`src/design/cq_ram.sv`:
```
module cq_ram #(
	parameter int DEPTH = 64,
	parameter int WIDTH = 8,
	localparam int AW = (DEPTH > 1) ? $clog2(DEPTH) : 1
) (
	input  logic             clk,
	input  logic             we,
	input  logic [AW-1:0]    waddr,
	input  logic [WIDTH-1:0] wdata,
	input  logic             re,
	input  logic [AW-1:0]    raddr,
	output logic [WIDTH-1:0] rdata
);

	logic [WIDTH-1:0] mem [DEPTH];

	// write-through: a read of the address written on the same edge sees the new data
	always_ff @(posedge clk) begin
		if (we) begin
			mem[waddr] <= wdata;
		end
		if (re) begin
			rdata <= (we && waddr == raddr) ? wdata : mem[raddr];
		end
	end

endmodule

```
`config.mk`:
```
export PLATFORM = sky130hd
export DESIGN_NAME = cq_ram
export DESIGN_NICKNAME = d
export VERILOG_FILES = /design/src/design/cq_ram.sv
export SDC_FILE = /design/constraint.sdc
export NUM_CORES = 1
export LEC_CHECK = 0
export BUFFER_PORTS_ARGS = -buffer_cell sky130_fd_sc_hd__buf_2
export CORE_MARGIN = 10
export CORE_UTILIZATION = 62
export CTS_CLUSTER_DIAMETER = 100
export DETAILED_ROUTE_END_ITERATION = 6
export PLACE_DENSITY = 0.79
export SETUP_SLACK_MARGIN = 0.02
export SYNTH_ARGS = -nofsm -noshare
export SYNTH_HDL_FRONTEND = slang
export SYNTH_SLANG_ARGS = --single-unit
```
`constraint.sdc`:
```
create_clock -name clk -period 2.5 [get_ports clk]
set_input_delay 0.5 -clock clk [delete_from_list [all_inputs] [get_ports clk]]
set_output_delay 0.5 -clock clk [all_outputs]
set_load 0.02 [all_outputs]
```
==> out/metrics.csv, run 1 <==
metric,value,unit
yosysTopAreaCell,edfxtp_1,
drive_gt1_frac,0.208,
yosysMostFrequentCell,edfxtp_1,
numPlacedInstances,1692,
synth_top_area_frac,0.758,
rsz0062_at_grt,false,
coreArea,32600,sq um
cp-start-kind,primary input,
ir_drop,661,uV
critPathLaunch,raddr[0],
layout.nets,1324,
r2r_cells,5,
vias,11500,
min_path_type,in2reg,
grt_use_total,0.226,
post-dp-hpwl,30600,microns
finish.utilization,0.728,
ys.flop_type,edfxtp_1,
drc,0,
r2r_end,rdata[6],
antenna_found_initial,3,
grt_max_degree,51,
clock-root-buffer,clkbuf_16,
cts_buffers,49,
die_y,202,microns
finalCritPeriodShare,0.860,
drt_iter0_drc,1462,
power_density,735,nW/um^2
grt_pass1_vias,11300,
finalHoldViolCount,0,
drv_cap,0,
grt_pass1_wl,70000,microns
via_per_inst,6.43,
row_count,66,
arrival,2.46,ns
synth_fp_nets,1166,
path_max_fanout,16,
syn_area_per_cell,18.0,sq um
totalNegativeSetupSlack,0,ns
synth_cell_types,43,
place_congestion,0.881,
crit_end,rdata[6],
port_buffers,30,
setup_viol,0,
dieArea,40900,sq um
period_minus_slack,2.15,ns
h-tree-depth,2,
post_cts_buffers,0,
die_x,202,microns
clock_latency,0.57,ns
cts.clk_slew.worst_paths,0.07,ns
synth_seq_cells,520,
status,completed,
fin_worst_skew,0.0219,ns
drt_pass1_iterations,6,
finalPower,17400,uW
final_cell_area,23700,sq um
slew_headroom,0.329,
wl,47000,microns
ctsResizeCount,0,
crit_type,in2reg,
n_fill_cell,1886,
ys_top_cells_by_count,"520 x edfxtp_1, 187 x mux2i_1, 74 x nor2_1",
ff2ff_setup_slack,0.37,ns
ios,31,
wl_per_cell,26.4,microns
postCtsHoldBufs,0,
end_kind,flop,
placedInstanceArea,22300,sq um
synth_cells,1143,
ys_seq_area_frac,0.758,
cp.required,2.80,ns
slew_viol_final,0,
synth_warnings,0,
synthTopCellsByArea,"edfxtp_1 76%, mux2i_1 9.1%, mux4_2 2.7%",
initial_core_util,0.631,
ant_nets,0,
p_leak,0.00819,uW
cts_sinks,520,
cts_tree,done,
r2r_start,mem[21][6],
gr-total-overflow,0,
worst_slew_pin_slew,1.01,ns
layoutNonFillerInstCount,1782,
synth-edff-count,520,
ys_async_sr_fraction,0,
netlist_area,20600,sq um
syn_to_final_growth,15.3,%
ctsLongestPathBuffers,3,
max_freq,0.465,GHz
[layout by cell type, fill, tap and decap left out, types with 22 or more instances in the layout]
cell and n:
clkbuf_16 49, nor2_1 74, buf_4 121, a22oi_1 66, a21oi_1 37, mux4_2 25
edfxtp_1 520, buf_12 22, buf_2 29, mux2i_1 187
[critical path: stages]
cell and delay, ns:
buf_2 0.11, buf_12 0.17, buf_12 0.14, buf_4 0.19
nor2b_1 0.08, a2111oi_0 0.58, a31oi_1 0.09, nand3_1 0.13
o211ai_1 0.12, a221o_1 0.32
[cell families (layout without fill, tap and decap cells)]
kind of cell    Yosys count  after routing  share of synthesized area
simple gates            159            159                     0.0374
mux                     228            228                      0.129
xor+xnor                  6              6                    0.00255
flops                   520            520                      0.758
compound gates          162            162                     0.0552
buf+inv                  68            263                     0.0173
other cells               0              2                          0
[power by group]
part	switching [uW]	internal, uW
Clock	2980	3700
Combinational	665	404
Sequential	23.7	9670
[how the worst min path moves through the flow]
| stage | startpoint | slack, ns | to | depth (start not counted) |
|---|---|---|---|---|
| 2_1_floorplan | wdata[0] | 0.60 | mem[0][0] | 0 |
| 3_3_place_gp | re | 0.88 | rdata[1] | 1 |
| 3_5_place_dp | re | 0.88 | rdata[1] | 1 |
| 4_1_cts | re | 0.28 | rdata[0] | 1 |
| 5_1_grt | re | 0.30 | rdata[0] | 1 |
| 6_report | re | 0.31 | rdata[0] | 1 |
[flip-flops by register name (all words and copies together) (netlist names)]
| signal | count |
|---|---|
| mem | 512 |
| rdata | 8 |
[per-stage QoR]
step	worst slack [ns]	hold WS (ns)
after global placement	-0.317	0.885
final	0.349	0.309
after detailed placement	-0.408	0.877
after CTS	0.164	0.283
after floorplan	0.211	0.599
after global routing	0.128	0.296
[final cells by class]
cell class	count	area, sq um	area share
clock buffer	63	1280	0.0538
clock inverter	25	145	0.00611
timing repair buffer	173	1510	0.0635
antenna	2	5.00	0.000211
inverter	2	7.51	0.000316
tap	442	553	0.0233
multi-input combinational	555	4630	0.195
sequential	520	15600	0.658
[layer usage]
| layer | GRT usage | vias to the layer above | routed length, microns |
|---|---|---|---|
| li1 | - | 4935 | - |
| met5 | 0 | - | 3 |
| met2 | 0.367 | 730 | 23100 |
| met1 | 0.298 | 5683 | 17700 |
| met3 | 0.0536 | 114 | 4890 |
| met4 | 0.0746 | 2 | 1310 |
No activity file was read; power rests on OpenSTA's default activity.
==> run 2: changes to the inputs <==
--- a/config.mk
+++ b/config.mk
@@ -8,6 +8,7 @@
 export BUFFER_PORTS_ARGS = -buffer_cell sky130_fd_sc_hd__buf_2
 export CORE_MARGIN = 10
 export CORE_UTILIZATION = 62
+export CTS_BUF_LIST = sky130_fd_sc_hd__clkbuf_16
 export CTS_CLUSTER_DIAMETER = 100
 export DETAILED_ROUTE_END_ITERATION = 6
 export PLACE_DENSITY = 0.79
==> out/metrics.csv, run 2 (same netlist as run 1, synthesis figures left out) <==
metric,value,unit,change
status,completed,,unchanged
initial_core_util,0.631,,unchanged
final_cell_mix,"520 x edfxtp_1, 187 x mux2i_1, 121 x buf_4, 74 x nor2_1, 66 x a22oi_1",,unchanged
max_freq,0.464,GHz,was 0.465 GHz
cp-start-kind,primary input,,unchanged
cts.clk_slew.worst_paths,0.07,ns,about the same
die_x,202,microns,unchanged
worst_slew_pin_slew,1.01,ns,about the same
final_cell_area,23700,sq um,unchanged
layout.nets,1324,,unchanged
power_density,733,nW/um^2,was 735 nW/um^2
drive_gt1_frac,0.208,,unchanged
grt_use_total,0.226,,unchanged
fin_worst_skew,0.0216,ns,was 0.0219 ns
fin_ws,0.346,ns,was 0.349 ns
syn_to_final_growth,15.3,%,unchanged
layout_commonest_cell,edfxtp_1,,unchanged
post-dp-hpwl,30600,microns,unchanged
crit_slowest_cell,a221o_1,,was a2111oi_0
ir_drop,660,uV,was 661 uV
grt_max_degree,51,,unchanged
die_y,202,microns,unchanged
r2r_end,rdata[6],,unchanged
min_path_cells,1,,unchanged
port_buffers,30,,unchanged
finalCritPeriodShare,0.862,,was 0.860
place_congestion,0.881,,unchanged
ios,31,,unchanged
vias,11400,,"was 11,500"
top_register,mem,,unchanged
drc,0,,unchanged
antenna_found_initial,3,,unchanged
cts_tree,done,,unchanged
grt_pass1_wl,70000,microns,unchanged
slew_headroom,0.326,,was 0.329
h-tree-depth,2,,unchanged
cts_sinks,520,,unchanged
placedInstanceArea,22300,sq um,unchanged
coreArea,32600,sq um,unchanged
cp.required,2.82,ns,was 2.80 ns
largest_reg_flops,512,,unchanged
finalPower,17400,uW,about the same
drt_iter0_drc,1439,,"was 1,462"
ant_nets,0,,unchanged
wl_per_cell,26.4,microns,about the same
slew_viol_final,0,,unchanged
cts_buffers,49,,unchanged
row_count,66,,unchanged
clock-root-buffer,clkbuf_16,,unchanged
post-place-ws,-0.408,ns,unchanged
wl,47000,microns,about the same
setup_viol,0,,unchanged
ctsResizeCount,0,,unchanged
gr-total-overflow,0,,unchanged
crit_type,in2reg,,unchanged
via_per_inst,6.42,,was 6.43
crit_path_max_incr_delay,0.35,ns,was 0.58 ns
postCtsHoldBufs,0,,unchanged
clock_latency,0.57,ns,about the same
finalHoldViolCount,0,,unchanged
drv_cap,0,,unchanged
end_kind,flop,,unchanged
path_max_fanout,12,,was 16
crit_path_cell_trace,buf_2 > buf_4 > nand2b_1 > a211oi_1 > a2111oi_0 > buf_4 > a21oi_1 > nand3_1 > a221o_1,,was buf_2 > buf_12 > buf_12 > buf_4 > nor2b_1 > a2111oi_0 > a31oi_1 > nand3_1 > o211ai_1 > a221o_1
ctsLongestPathBuffers,3,,unchanged
n_fill_cell,1886,,unchanged
p_leak,0.00825,uW,was 0.00819 uW
min_path_type,in2reg,,unchanged
reg_top3,"mem: 512 flops, rdata: 8 flops",,unchanged
r2r_cells,5,,unchanged
dieArea,40900,sq um,unchanged
grt_pass1_vias,11300,,unchanged
ff2ff_setup_slack,0.36,ns,was 0.37 ns
hold_end,rdata[0],,unchanged
period_minus_slack,2.15,ns,about the same
totalNegativeSetupSlack,0,ns,unchanged
r2r_start,mem[21][6],,unchanged
rsz0062_at_grt,false,,unchanged
min_from,re,,unchanged
drt_pass1_iterations,6,,unchanged
post_cts_buffers,0,,unchanged
arrival,2.48,ns,was 2.46 ns
cp_common_cell,buf_4,,was buf_12
==> run 2: report_power, final <==
| part | internal, uW | total, uW | switching, uW | leakage [uW] |
|---|---|---|---|---|
| combinational | 404 | 1070 | 666 | 0.00281 |
| sequential | 9670 | 9690 | 23.7 | 0.00468 |
| clock | 3650 | 6640 | 3000 | 0.000747 |
==> run 2: how the worst max path moves through the flow <==
stage / from / endpoint / slack, ns / cells after the start
2_1_floorplan: raddr[2] / rdata[2] / 0.21 / 9
3_3_place_gp: raddr[0] / rdata[7] / -0.32 / 9
3_5_place_dp: raddr[0] / rdata[7] / -0.41 / 9
4_1_cts: raddr[0] / rdata[7] / 0.16 / 9
5_1_grt: raddr[0] / rdata[4] / 0.13 / 9
6_report: raddr[4] / rdata[3] / 0.35 / 9
==> run 2: critical path, delay by kind of cell <==
| kind | cells | cell delay, ns |
|---|---|---|
| AO/OA/AOI/OAI | 4 | 0.90 |
| buffers and inverters | 3 | 0.75 |
| AND/OR/NAND/NOR | 2 | 0.33 |
==> run 2: stage by stage <==
stage | std cells | util | hold slack (ns)
finish | 1782 | 0.728 | 0.306
global route | 1780 | 0.728 | 0.296
CTS | 1780 | 0.728 | 0.283
detailed placement | 1692 | 0.684 | 0.877
global placement | 1692 | 0.684 | 0.885
floorplan | 1143 | - | 0.599
==> run 2: area by class of cell <==
type,instances,area [sq um],share of cell area
Multi-Input combinational cell,555,4630,0.195
Timing Repair Buffer,173,1510,0.0635
Inverter,2,7.51,0.000316
Clock buffer,49,1230,0.0516
Tap cell,442,553,0.0233
Antenna cell,2,5.00,0.000211
Sequential cell,520,15600,0.658
Clock inverter,39,198,0.00832
==> run 2: per-layer routing <==
layer / global-route usage / vias up / part of all wire
li1: - / 4929 / -
met1: 0.298 / 5678 / 0.37
met2: 0.367 / 720 / 0.49
met3: 0.0536 / 113 / 0.11
met4: 0.0746 / 2 / 0.029
met5: 0 / - / 0.000064
==> run 3: changes to the inputs <==
--- a/config.mk
+++ b/config.mk
@@ -5,10 +5,9 @@
 export SDC_FILE = /design/constraint.sdc
 export NUM_CORES = 1
 export LEC_CHECK = 0
-export BUFFER_PORTS_ARGS = -buffer_cell sky130_fd_sc_hd__buf_2
+export BUFFER_PORTS_ARGS = -buffer_cell sky130_fd_sc_hd__clkbuf_2
 export CORE_MARGIN = 10
 export CORE_UTILIZATION = 62
-export CTS_BUF_LIST = sky130_fd_sc_hd__clkbuf_16
 export CTS_CLUSTER_DIAMETER = 100
 export DETAILED_ROUTE_END_ITERATION = 6
 export PLACE_DENSITY = 0.79
==> constraint.sdc (replaced) <==
create_clock -name clk -period 2.5 [get_ports clk]
set_input_delay 0.75 -clock clk [delete_from_list [all_inputs] [get_ports clk]]
set_output_delay 0.75 -clock clk [all_outputs]
set_load 0.02 [all_outputs]
==> out/metrics.csv, run 3 (same netlist as run 1, synthesis figures left out) <==
metric,value,unit,change
clock-root-buffer,clkbuf_16,,unchanged
ir_drop,635,uV,was 660 uV
ios,31,,unchanged
path_delay_family,compound AO/OA/AOI/OAI gates,,unchanged
drive_gt1_frac,0.233,,was 0.208
port_buffers,30,,unchanged
coreArea,32600,sq um,unchanged
ctsLongestPathBuffers,3,,unchanged
period_minus_slack,2.43,ns,was 2.15 ns
drc,0,,unchanged
largest_reg_flops,512,,unchanged
cp.required,2.95,ns,was 2.82 ns
crit_path_max_incr_delay,0.81,ns,was 0.35 ns
clock_latency,0.58,ns,was 0.57 ns
met1_length,17900,microns,"was 17,600 microns"
critPathBufInv,3,,unchanged
gr-total-overflow,0,,unchanged
row_count,66,,unchanged
die_x,202,microns,unchanged
cts_tree,done,,unchanged
syn_to_final_growth,16.8,%,was 15.3%
n_fill_cell,1858,,"was 1,886"
wl,47300,microns,"was 47,000 microns"
setup_viol,0,,unchanged
route.met3.wl,5280,microns,was 4980 microns
crit_type,in2reg,,unchanged
via_per_inst,6.38,,was 6.42
numPlacedInstances,1728,,"was 1,692"
antenna_found_initial,1,,was 3
die_y,202,microns,unchanged
reg_top3,"mem: 512 flops, rdata: 8 flops",,unchanged
grt_pass1_vias,11600,,"was 11,300"
postCtsHoldBufs,0,,unchanged
cts.clk_slew.worst_paths,0.07,ns,about the same
cts_buffers,50,,was 49
finalPower,17700,uW,"was 17,400 uW"
rsz0062_at_grt,false,,unchanged
route.met2.wl,22900,microns,"was 23,000 microns"
finalHoldViolCount,0,,unchanged
p_leak,0.00839,uW,was 0.00825 uW
path_max_fanout,18,,was 12
slew_viol_final,0,,unchanged
fin_worst_skew,0.0253,ns,was 0.0216 ns
dieArea,40900,sq um,unchanged
status,completed,,unchanged
vias,11600,,"was 11,400"
slew_headroom,0.370,,was 0.326
initial_core_util,0.631,,unchanged
layout_commonest_cell,edfxtp_1,,unchanged
finalCritPeriodShare,0.970,,was 0.862
crit_slowest_cell,a2111oi_0,,was a221o_1
h-tree-depth,2,,unchanged
drt_pass1_iterations,6,,unchanged
ant_nets,0,,unchanged
wl_per_cell,26.1,microns,was 26.4 microns
max_freq,0.412,GHz,was 0.464 GHz
post-dp-hpwl,31800,microns,"was 30,600 microns"
place_congestion,0.901,,was 0.881
placedInstanceArea,22600,sq um,"was 22,300 sq um"
end_kind,flop,,unchanged
drv_cap,0,,unchanged
cp-start-kind,primary input,,unchanged
grt_pass1_wl,71000,microns,"was 70,000 microns"
highest_layer,met4,,was met5
regArea,15600,sq um,unchanged
min_path_type,in2reg,,unchanged
finish.utilization,0.737,,was 0.728
layoutNonFillerInstCount,1815,,"was 1,782"
top_register,mem,,unchanged
arrival,2.88,ns,was 2.48 ns
cts_sinks,520,,unchanged
final_cell_area,24000,sq um,"was 23,700 sq um"
worst_slew_pin_slew,0.921,ns,was 1.01 ns
final_cell_mix,"520 x edfxtp_1, 187 x mux2i_1, 158 x buf_4, 74 x nor2_1, 66 x a22oi_1",,"was 520 x edfxtp_1, 187 x mux2i_1, 121 x buf_4, 74 x nor2_1, 66 x a22oi_1"
drt_iter0_drc,1454,,"was 1,439"
crit_path_cell_trace,clkbuf_2 > buf_12 > buf_4 > nand2b_1 > a211oi_1 > a2111oi_0 > a21oi_1 > nand3_1 > a221o_1,,was buf_2 > buf_4 > nand2b_1 > a211oi_1 > a2111oi_0 > buf_4 > a21oi_1 > nand3_1 > a221o_1
multi_input_area,4630,sq um,about the same
layout.nets,1361,,"was 1,324"
grt_use_total,0.230,,was 0.226
power_density,735,nW/um^2,was 733 nW/um^2
grt_max_degree,38,,was 51
[run 3: cell types whose count changed in the layout (fill, tap and decap cells not counted), sizes merged]
cell,before,now
clkinv,20,19
diode,2,1
clkinvlp,2,1
clkbuf,49,91
buf,173,180
bufinv,1,2
inv,18,4
[run 3: final cells by class]
| cell class | count | area share |
|---|---|---|
| clock buffers | 62 | 0.0539 |
| repair buffers | 209 | 0.0735 |
| diodes | 1 | 0.000104 |
| clock inverters | 24 | 0.00739 |
| flip-flops and latches | 520 | 0.649 |
| well taps | 442 | 0.0230 |
| inverters | 2 | 0.000312 |
| multi-input cells | 555 | 0.192 |
[run 3: where the power goes]
part           internal, uW  switching [uW]  total [uW]
Clock                  3860            3020        6880
Sequential             9670            31.6        9700
Combinational           424             673        1100
[run 3: worst paths after layout]
path,from,endpoint,slack [ns],depth (start not counted)
hold / removal,wdata[0],mem[36][0],0.55,1
setup / recovery,raddr[0],rdata[3],0.07,9
setup reg to reg,mem[16][6],rdata[6],0.34,5
hold reg to reg,mem[3][3],rdata[3],0.91,5
[run 3: what timing repair did]
| item | in CTS | in global routing |
|---|---|---|
| buffers inserted | 0 | 0 |
| setup endpoints to repair | 0 | 1 |
| resized for setup | 0 | 1 |
[run 3: layer usage]
metal	vias up	GRT usage
li1	5003	-
met1	5862	0.301
met2	632	0.371
met3	91	0.0628
met4	0	0.0658
met5	-	0
[run 3: stage by stage]
stage | hold slack [ns] | setup TNS [ns] | setup WS (ns)
floorplan | 0.760 | 0 | 0.0212
global placement | 0.892 | -2.68 | -0.420
detailed placement | 0.905 | -2.94 | -0.417
CTS | 0.555 | 0 | 0.176
global route | 0.553 | 0 | 0.0697
finish | 0.550 | 0 | 0.0745
