### src/design/cq_pkg.sv
package cq_pkg;

	localparam int QSEL_W = 3;
	localparam int QSEL_N = 1 << QSEL_W;
	localparam int COUNT_W = 11;

	localparam logic OP_PUT = 1'b0;
	localparam logic OP_GET = 1'b1;

	localparam logic [1:0] ST_OK    = 2'd0;
	localparam logic [1:0] ST_EMPTY = 2'd1;
	localparam logic [1:0] ST_NOBLK = 2'd2;

	typedef struct packed {
		logic              operation;
		logic [QSEL_W-1:0] queue_select;
		logic [7:0]        data_byte;
	} op_t;

	typedef struct packed {
		logic [7:0]         read_byte;
		logic [1:0]         status;
		logic [COUNT_W-1:0] queue_count;
	} res_t;

endpackage

### src/design/cq_ctrl.sv
module cq_ctrl #(
	parameter int NUM_BLOCKS = 64,
	parameter int BLOCK_BYTES = 16,
	parameter int NUM_QUEUES = 8,
	localparam int LW = $clog2(NUM_BLOCKS),
	localparam int BW = $clog2(NUM_BLOCKS + 1),
	localparam int OW = $clog2(BLOCK_BYTES),
	localparam int AW = $clog2(NUM_BLOCKS * BLOCK_BYTES),
	localparam int CW = $clog2(NUM_BLOCKS * BLOCK_BYTES + 1)
) (
	input  logic               clk,
	input  logic               arst_n,
	input  logic               commit,
	input  cq_pkg::op_t        item_s1,
	input  cq_pkg::op_t        item_in,
	input  logic [BW-1:0]      lk_rdata,
	input  logic [7:0]         byte_rdata,
	output cq_pkg::res_t       res,
	output logic               byte_we,
	output logic [AW-1:0]      byte_waddr,
	output logic [7:0]         byte_wdata,
	output logic [AW-1:0]      byte_raddr,
	output logic               lk_we,
	output logic [LW-1:0]      lk_waddr,
	output logic [BW-1:0]      lk_wdata,
	output logic [LW-1:0]      lk_raddr
);

	localparam int QN = (NUM_QUEUES < cq_pkg::QSEL_N) ? NUM_QUEUES : cq_pkg::QSEL_N;
	localparam int QIW = (QN > 1) ? $clog2(QN) : 1;
	localparam logic [BW-1:0] NULL_BLK = BW'(NUM_BLOCKS);
	localparam logic [OW-1:0] OFF_LAST = OW'(BLOCK_BYTES - 1);

	logic [BW-1:0] head_blk_q [QN];
	logic [OW-1:0] head_off_q [QN];
	logic [BW-1:0] tail_blk_q [QN];
	logic [OW-1:0] tail_off_q [QN];
	logic [CW-1:0] cnt_q [QN];
	logic [BW-1:0] free_q;
	logic [BW-1:0] fresh_q;

	logic [BW-1:0] head_blk_d [QN];
	logic [OW-1:0] head_off_d [QN];
	logic [BW-1:0] tail_blk_d [QN];
	logic [OW-1:0] tail_off_d [QN];
	logic [CW-1:0] cnt_d [QN];
	logic [BW-1:0] free_d;
	logic [BW-1:0] fresh_d;

	logic           in_rng;
	logic [QIW-1:0] qi;
	logic [QIW-1:0] nqi;
	logic [BW-1:0]  la;
	logic [BW-1:0]  link_v;
	logic [BW-1:0]  lk_ra_full;

	function automatic logic [AW-1:0] pos_addr(logic [BW-1:0] b, logic [OW-1:0] o);
		return AW'(int'(b) * BLOCK_BYTES + int'(o));
	endfunction

	assign in_rng = int'(item_s1.queue_select) < NUM_QUEUES;
	assign qi = in_rng ? item_s1.queue_select[QIW-1:0] : '0;

	// blocks at or above fresh_q have been handed out at least once; below it the
	// pool still holds its reset chain, block i linking to block i-1
	assign la = (item_s1.operation == cq_pkg::OP_GET) ? head_blk_q[qi] : free_q;
	assign link_v = (la < fresh_q) ? ((la == '0) ? NULL_BLK : la - 1'b1) : lk_rdata;

	always_comb begin
		head_blk_d = head_blk_q;
		head_off_d = head_off_q;
		tail_blk_d = tail_blk_q;
		tail_off_d = tail_off_q;
		cnt_d = cnt_q;
		free_d = free_q;
		fresh_d = fresh_q;
		res = '0;
		byte_we = 1'b0;
		byte_waddr = '0;
		byte_wdata = item_s1.data_byte;
		lk_we = 1'b0;
		lk_waddr = '0;
		lk_wdata = free_q;
		if (commit) begin
			if (!in_rng) begin
				res.status = (item_s1.operation == cq_pkg::OP_GET) ?
					cq_pkg::ST_EMPTY : cq_pkg::ST_NOBLK;
			end else if (item_s1.operation == cq_pkg::OP_PUT) begin
				if (cnt_q[qi] == '0 || tail_off_q[qi] == OFF_LAST) begin
					if (free_q == NULL_BLK) begin
						res.status = cq_pkg::ST_NOBLK;
						res.queue_count = cq_pkg::COUNT_W'(cnt_q[qi]);
					end else begin
						free_d = link_v;
						if (free_q < fresh_q) begin
							fresh_d = free_q;
						end
						if (cnt_q[qi] == '0) begin
							head_blk_d[qi] = free_q;
							head_off_d[qi] = '0;
						end else begin
							lk_we = 1'b1;
							lk_waddr = tail_blk_q[qi][LW-1:0];
						end
						tail_blk_d[qi] = free_q;
						tail_off_d[qi] = '0;
						byte_we = 1'b1;
						byte_waddr = pos_addr(free_q, '0);
						cnt_d[qi] = cnt_q[qi] + 1'b1;
						res.status = cq_pkg::ST_OK;
						res.queue_count = cq_pkg::COUNT_W'(cnt_d[qi]);
					end
				end else begin
					tail_off_d[qi] = tail_off_q[qi] + 1'b1;
					byte_we = 1'b1;
					byte_waddr = pos_addr(tail_blk_q[qi], tail_off_d[qi]);
					cnt_d[qi] = cnt_q[qi] + 1'b1;
					res.status = cq_pkg::ST_OK;
					res.queue_count = cq_pkg::COUNT_W'(cnt_d[qi]);
				end
			end else begin
				if (cnt_q[qi] == '0) begin
					res.status = cq_pkg::ST_EMPTY;
				end else begin
					res.read_byte = byte_rdata;
					cnt_d[qi] = cnt_q[qi] - 1'b1;
					res.status = cq_pkg::ST_OK;
					res.queue_count = cq_pkg::COUNT_W'(cnt_d[qi]);
					if (cnt_d[qi] == '0 || head_off_q[qi] == OFF_LAST) begin
						// drained block goes back on the free list
						lk_we = 1'b1;
						lk_waddr = head_blk_q[qi][LW-1:0];
						free_d = head_blk_q[qi];
						if (cnt_d[qi] != '0) begin
							head_blk_d[qi] = link_v;
							head_off_d[qi] = '0;
						end
					end else begin
						head_off_d[qi] = head_off_q[qi] + 1'b1;
					end
				end
			end
		end
	end

	// reads for the incoming item see the state as it stands after this commit
	assign nqi = (int'(item_in.queue_select) < NUM_QUEUES) ?
		item_in.queue_select[QIW-1:0] : '0;
	assign byte_raddr = pos_addr(head_blk_d[nqi], head_off_d[nqi]);
	assign lk_ra_full = (item_in.operation == cq_pkg::OP_GET) ? head_blk_d[nqi] : free_d;
	assign lk_raddr = lk_ra_full[LW-1:0];

	always_ff @(posedge clk or negedge arst_n) begin
		if (!arst_n) begin
			for (int i = 0; i < QN; i++) begin
				head_blk_q[i] <= '0;
				head_off_q[i] <= '0;
				tail_blk_q[i] <= '0;
				tail_off_q[i] <= '0;
				cnt_q[i] <= '0;
			end
			free_q <= BW'(NUM_BLOCKS - 1);
			fresh_q <= NULL_BLK;
		end else if (commit) begin
			head_blk_q <= head_blk_d;
			head_off_q <= head_off_d;
			tail_blk_q <= tail_blk_d;
			tail_off_q <= tail_off_d;
			cnt_q <= cnt_d;
			free_q <= free_d;
			fresh_q <= fresh_d;
		end
	end

endmodule

### config.mk
export PLATFORM = sky130hd
export DESIGN_NAME = cq_ctrl
export DESIGN_NICKNAME = d
export VERILOG_FILES = /design/src/design/cq_pkg.sv /design/src/design/cq_ctrl.sv
export SDC_FILE = /design/constraint.sdc
export NUM_CORES = 1
export LEC_CHECK = 0
export ABC_CLOCK_PERIOD_IN_PS = 7100
export BUFFER_PORTS_ARGS = -buffer_cell sky130_fd_sc_hd__buf_2
export CORE_UTILIZATION = 45
export DETAILED_ROUTE_END_ITERATION = 10
export PLACE_DENSITY = 0.68
export REMOVE_ABC_BUFFERS = 1
export SYNTH_ARGS = -nofsm -noshare
export SYNTH_HDL_FRONTEND = slang
export SYNTH_SLANG_ARGS = --single-unit
### constraint.sdc
create_clock -name clk -period 7.1 [get_ports clk]
set_clock_uncertainty 0.2 [all_clocks]
set_input_delay 0.71 -clock clk [delete_from_list [all_inputs] [get_ports clk]]
set_output_delay 0.71 -clock clk [all_outputs]
set_load 0.02 [all_outputs]
==> impl_metrics.csv, run 1 <==
group,metric,value,unit
synth,synthArstFlopShare,100,%
global_routing,globalRouteOverflowTotal,0,
pwr,p_per_area,317,mW/mm2
min_path,min-delay-path-class,"reg2reg",
sta,hold_violations,0,
drt,drt_wl_total,65.8,mm
clock_network,cts_tree,"yes",
floorplan,rows,70,
sta,slew_headroom,10.9,%
sta,max_freq,143,MHz
floorplan,dieArea,0.0382,mm2
layout,multiInputGateArea,0.00938,mm2
sta,rsz0062_at_grt,"false",
floorplan,core,0.0367,mm2
floorplan,die_w,196,um
layout,finalNonFillerCells,2408,
clock_network,cts.clk_slew.worst_paths,0.06,ns
outcome,status,"finished clean",
clock_network,htree_levels,1,
sta,min_period,6.98,ns
drt,wl_per_cell,27.3,um
synth,synth_ff_type,"dfrtp_1",
global_routing,grt.total_usage,34.3,%
layout,insertedDiodeCount,0,
drt,drc,0,
floorplan,initial_core_util,45.9,%
drt,vias_per_cell,6.74,
sta,drv_slew,0,
layout,layout.nets,1977,
drt,dr_total_vias,16200,
setup_path,worstSetupPathType,"in2out",
setup_path,crit_path_end_kind,"output pin",
sta,worst_pin_slew,1.33,ns
place,dp_hpwl,45.3,mm
sta,setup_viol_count_final,0,
synth,yosysTopAreaCell,"dfrtp_1",
global_routing,grt_pass1_wl,98.6,mm
run,cap_violations,0,
setup_path,worst_ep_arrival_time,6.07,ns
layout,fill_cells,3296,
setup_path,critPathMaxStageDelay,0.76,ns
synth,synth_edf_count,0,
clock_network,clock_latency,0.61,ns
min_path,worstHoldStart,"cnt_q[2]",
pwr,peakVddDrop,234,uV
layout,seq_area,0.00677,mm2
synth,synth_top_area_share,39.0,%
global_routing,grt_pass1_vias,15600,
floorplan,num_io_pins,112,
layout,mostFrequentLayoutCell,"dfrtp_1",
synth,yosysUniqueCellTypes,107,
synth,netlist_instances,1817,
setup_path,critPathSlowestCell,"o41ai_2",
layout,syn_to_final_growth,14.9,%
synth,synth_seq_cells,270,
setup_path,cp_max_fo,20,
place,dp.cells,2351,
clock_network,post_cts_buffers,0,
sta,whs,0.276,ns
clock_network,cts_max_path_buffers,3,
synth,synth.yosys.seq_area_share,40.1,%
place,gp_congestion,1.04,
sta,fin_ws,0.115,ns
sta,setup_tns,0,ns
clock_network,clockRootBuffer,"clkbuf_16",
setup_path,startpoint,"item_s1[8]",
global_routing,antenna_found_initial,1,
synth,yosys_warnings,0,
setup_path,cp-start-kind,"input port",
setup_path,path_delay_family,"compound AO/OA/AOI/OAI gates",
synth,synth_area_per_cell,9.28,um2
place,post-place-ws,0.405,ns
synth,synth_area_leaders,"dfrtp_1 39%, mux2_2 6.0%, nand2_1 5.1%",
sta,post-route-period-util,98.4,%
setup_path,r2r_start,"cnt_q[11]",
place,place.port_buffers,87,
synth,syn_area,0.0169,mm2
drt,drtIter0Drc,1910,
setup_path,critPathRequiredTime,6.19,ns
drt,ant_nets,0,
setup_path,path_cells,"buf_2, buf_4, a211oi_1, nor3_1, a21oi_2, ha_1, nand2_1, o41ai_2, buf_4, nand2_1, o31a_1, a2111oi_0, a311oi_1, o2bb2ai_1, o21ai_1, o31ai_1, o22a_1, buf_2",
pwr,p_leak,0.00842,uW
clock_network,cts_resized,0,
setup_path,path_buf_inv,4,
floorplan,die_h,196,um
layout,drive_gt1_share,21.6,%
clock_network,clkSinkCount,270,
layout,final_cell_mix,"263 x dfrtp_1, 228 x nand2_1, 186 x nor2_1",
clock_network,cts_buffers,31,
global_routing,grt_max_degree,186,
drt,firstDrtPassIters,7,
[tightest hold or removal path: stages, from the launching register on]
cell and delay, ns:
dfrtp_1 0.34, nand2_1 0.05, nand2_1 0.05
[synth_stat cells, types with 14 or more instances]
master	count
nand2_1	228
o31ai_1	17
xnor2_1	19
a22o_1	53
mux2i_1	49
nor3_1	19
nor2_1	186
a21oi_1	104
mux4_2	14
and3_1	27
nand3_1	40
o2bb2ai_1	20
inv_1	32
o22ai_1	43
o21ai_0	74
ha_1	18
buf_2	18
and2_1	16
clkbuf_1	80
a22oi_1	28
o21ai_1	14
a31oi_1	16
mux2_2	90
nand2b_1	15
nor2b_1	14
dfrtp_1	263
[path summary, 6_finish.rpt]
path                                   to  slack [ns]  cells after the start
hold reg to reg                  cnt_q[2]        0.28                      2
setup reg to reg                cnt_q[59]        1.80                     17
min in group asynchronous  head_off_q[27]        0.52                      2
setup / recovery              lk_raddr[2]        0.12                     18
max in group asynchronous  tail_blk_q[35]        4.64                      3
hold / removal                   cnt_q[2]        0.28                      2
[layout make-up]
cell class | instances | share of cell area (%)
Clock buffer | 36 | 4.26
Sequential cell | 270 | 34.9
Timing Repair Buffer | 194 | 6.82
Clock inverter | 20 | 1.82
Inverter | 35 | 0.678
Multi-Input combinational cell | 1385 | 48.5
Tap cell | 468 | 3.02
[cells by family after synthesis]
kind of cell | after synthesis | share of synthesized area, %
and+or+nand+nor | 639 | 18.2
AOI/OAI and AO/OA | 540 | 22.9
DFF | 270 | 40.1
buffers and inverters | 162 | 4.34
muxes | 161 | 11.7
xor gates and xnor gates | 27 | 1.40
adders and majority gates | 18 | 1.34
[flip-flops by register name (all words and copies together), names as in the netlist]
name	cells
tail_blk_q	48
head_off_q	32
head_blk_q	56
cnt_q	88
tail_off_q	32
fresh_q	7
lk_wdata	7
[routing by layer]
| layer | GRT usage, % | vias up | share of wire [%] |
|---|---|---|---|
| met5 | 0 | - | 0 |
| met4 | 20.8 | 0 | 7.2 |
| met3 | 9.45 | 293 | 12 |
| met2 | 50.8 | 1074 | 42 |
| met1 | 44.7 | 7899 | 38 |
| li1 | - | 6965 | - |
[metrics by stage]
| step | cell area (um2) | power, uW | utilization (%) |
|---|---|---|---|
| 6_report | 19400 | 6130 | 52.8 |
| 5_1_grt | 19400 | 6390 | 52.8 |
| 4_1_cts | 19400 | 6080 | 52.8 |
| 3_5_place_dp | 18200 | 4200 | 49.5 |
| 3_3_place_gp | 18200 | 4150 | 49.5 |
| 2_1_floorplan | 16300 | 3430 | - |
[what timing repair did]
action,in CTS,in global routing
endpoints found under the hold margin,79,0
hold buffers,1,0
endpoints found under the setup margin,0,0
[report_power, final]
part / switching (uW) / leakage [uW] / internal [uW]
registers: 266 / 0.00328 / 1920
clock network: 722 / 0.000575 / 1160
logic: 1300 / 0.00457 / 772
total: 2280 / 0.00842 / 3850
Note: power is estimated with default switching activity, not from simulation.
==> run 2: changes to the inputs <==
--- a/config.mk
+++ b/config.mk
@@ -5,9 +5,10 @@
 export SDC_FILE = /design/constraint.sdc
 export NUM_CORES = 1
 export LEC_CHECK = 0
-export ABC_CLOCK_PERIOD_IN_PS = 7100
+export ABC_CLOCK_PERIOD_IN_PS = 6600
 export BUFFER_PORTS_ARGS = -buffer_cell sky130_fd_sc_hd__buf_2
 export CORE_UTILIZATION = 45
+export CTS_BUF_LIST = sky130_fd_sc_hd__clkbuf_2
 export DETAILED_ROUTE_END_ITERATION = 10
 export PLACE_DENSITY = 0.68
 export REMOVE_ABC_BUFFERS = 1
==> constraint.sdc (replaced) <==
create_clock -name clk -period 6.6 [get_ports clk]
set_clock_uncertainty 0.2 [all_clocks]
set_input_delay 0.66 -clock clk [delete_from_list [all_inputs] [get_ports clk]]
set_output_delay 0.66 -clock clk [all_outputs]
set_load 0.02 [all_outputs]
==> run 2 against run 1 <==
Compared with the run above:
- combinational power is 13% higher
- critical path depth rose by 2
- sequential cell count unchanged
- sequential power is 7% higher
- largest power group unchanged
- critical path type is now reg2out
- utilization rose by 0.13 points
- die area did not move
==> impl_metrics.csv, run 2 (synthesis results as in run 1) <==
group,metric,value,unit
outcome,status,"finished clean",
clock_network,cts_tree,"yes",
drt,ant_nets,0,
sta,drv_slew,0,
place,dpl_cell_area,0.0184,mm2
pwr,p_leak,0.00866,uW
layout,top_register,"cnt_q",
setup_path,worstSetupPathType,"reg2out",
sta,slew_headroom,26.3,%
layout,mostFrequentLayoutCell,"dfrtp_1",
floorplan,core,0.0367,mm2
layout,final_cell_mix,"263 x dfrtp_1, 228 x nand2_1, 186 x nor2_1",
setup_path,crit_top_cell,"buf_4",
floorplan,die_w,196,um
drt,drt_wl_total,69.7,mm
sta,min_period,6.50,ns
setup_path,critPathMaxStageDelay,0.71,ns
layout,biggestRegsByFlops,"cnt_q: 88 flops, head_blk_q: 56 flops, tail_blk_q: 48 flops",
setup_path,cp-start-kind,"register",
run,cap_violations,0,
drt,drc,0,
drt,drtIter0Drc,2143,
layout,syn_to_final_growth,15.2,%
sta,rsz0062_at_grt,"true",
min_path,min-delay-path-class,"in2async",
clock_network,htree_levels,3,
floorplan,num_io_pins,112,
drt,wl_per_cell,27.4,um
global_routing,grt_max_degree,191,
floorplan,rows,70,
layout,design_area,0.0194,mm2
setup_path,crit_path_end_kind,"output pin",
setup_path,critPathSlowestCell,"o41ai_2",
drt,vias_per_cell,6.58,
setup_path,path_cells,"mux2_2, a221oi_2, buf_4, o211ai_1, buf_4, nand2_1, inv_1, ha_1, nand3b_1, a2111o_1, a21oi_4, o41ai_4, o41ai_2, buf_4, a41oi_1, a311o_1, o2111ai_1, a21o_1, mux2_4, buf_2",
drt,dr_total_vias,16800,
pwr,p_per_area,310,mW/mm2
clock_network,clockRootBuffer,"clkbuf_2",
floorplan,initial_core_util,45.9,%
sta,setup_viol_count_final,0,
drt,firstDrtPassIters,6,
global_routing,globalRouteOverflowTotal,0,
sta,max_freq,154,MHz
layout,largest_reg_flops,88,
layout,layout.nets,2077,
setup_path,cp_max_fo,6,
global_routing,grt.total_usage,36.6,%
pwr,peakVddDrop,245,uV
floorplan,die_h,196,um
sta,post-route-period-util,98.4,%
place,dp.cells,2383,
clock_network,clock_latency,1.04,ns
clock_network,cts_buffers,79,
global_routing,antenna_found_initial,3,
clock_network,cts_max_path_buffers,3,
clock_network,clkSinkCount,270,
layout,finalNonFillerCells,2549,
place,gp_congestion,1.03,
global_routing,grt_pass1_vias,16100,
sta,worst_pin_slew,1.11,ns
place,dp_hpwl,48.3,mm
clock_network,cts.clk_slew.worst_paths,0.13,ns
global_routing,grt_pass1_wl,103,mm
floorplan,dieArea,0.0382,mm2
sta,hold_violations,0,
setup_path,worst_ep_arrival_time,5.64,ns
layout,drive_gt1_share,26.4,%
place,place.port_buffers,87,
setup_path,critPathRequiredTime,5.74,ns
-- run 2: worst max-delay path: cells and delay by family (launching register included) --
| family | cells | cell delay, ns |
|---|---|---|
| flip-flops | 1 | 0.44 |
| multiplexers | 2 | 0.43 |
| AND/OR/NAND/NOR | 2 | 0.24 |
| adder cells (fa/ha/maj) | 1 | 0.19 |
| AO/OA/AOI/OAI | 10 | 2.52 |
| buffers and inverters | 5 | 0.82 |
-- run 2: worst paths after layout --
kind	slack, ns	cells past startpoint	end	startpoint
worst max-delay path	0.10	20	lk_raddr[0]	head_blk_q[15]
worst min-delay path	0.03	2	head_off_q[16]	arst_n
worst max register to register	1.81	16	cnt_q[21]	cnt_q[0]
worst min register to register	0.28	2	cnt_q[10]	cnt_q[10]
max in group asynchronous	4.58	3	cnt_q[53]	arst_n
min in group clk	0.08	5	lk_wdata[2]	lk_rdata[2]
-- run 2: power by group --
group	internal [uW]	switching (uW)	total (uW)
Sequential	2060	279	2340
Clock	522	810	1330
Combinational	902	1440	2340
-- run 2: metal layers --
metal | share of wire, % | global-route usage (%) | routed length [um] | vias to the layer above
met1 | 39 | 48.3 | 27100 | 8082
met4 | 6.4 | 21.8 | 4450 | 2
met5 | 0.017 | 0 | 12 | -
li1 | - | - | - | 7231
met2 | 43 | 53.5 | 29800 | 1187
met3 | 12 | 10.0 | 8420 | 267
-- run 2: what timing repair did --
item | in CTS | in global routing
hold endpoints to repair | 85 | 0
gates cloned | 1 | 0
setup endpoints to repair | 11 | 14
setup buffers | 7 | 9
hold buffers | 4 | 0
resized for setup | 5 | 12
pin swaps | 7 | 7
-- run 2: cell type report --
type / count / area (um2)
Inverter: 35 / 131
Clock inverter: 23 / 134
Clock buffer: 118 / 591
Antenna cell: 4 / 10.0
Multi-Input combinational cell: 1386 / 9480
Sequential cell: 270 / 6770
Timing Repair Buffer: 245 / 1720
Tap cell: 468 / 586
Fill cell: 3392 / 17300
-- run 2: stage by stage --
| stage | TNS (ns) | utilization [%] | setup WS, ns | power (uW) | hold slack, ns |
|---|---|---|---|---|---|
| finish | 0 | 52.9 | 0.105 | 6010 | 0.0285 |
| global placement | 0 | 50.2 | 0.185 | 4510 | 0.255 |
| detailed placement | 0 | 50.2 | 0.126 | 4560 | 0.257 |
| global route | -0.601 | 52.9 | -0.125 | 6330 | 0.0373 |
| floorplan | 0 | - | 0.201 | 3690 | 0.164 |
| CTS | 0 | 52.5 | 0.00872 | 5940 | 0.00586 |
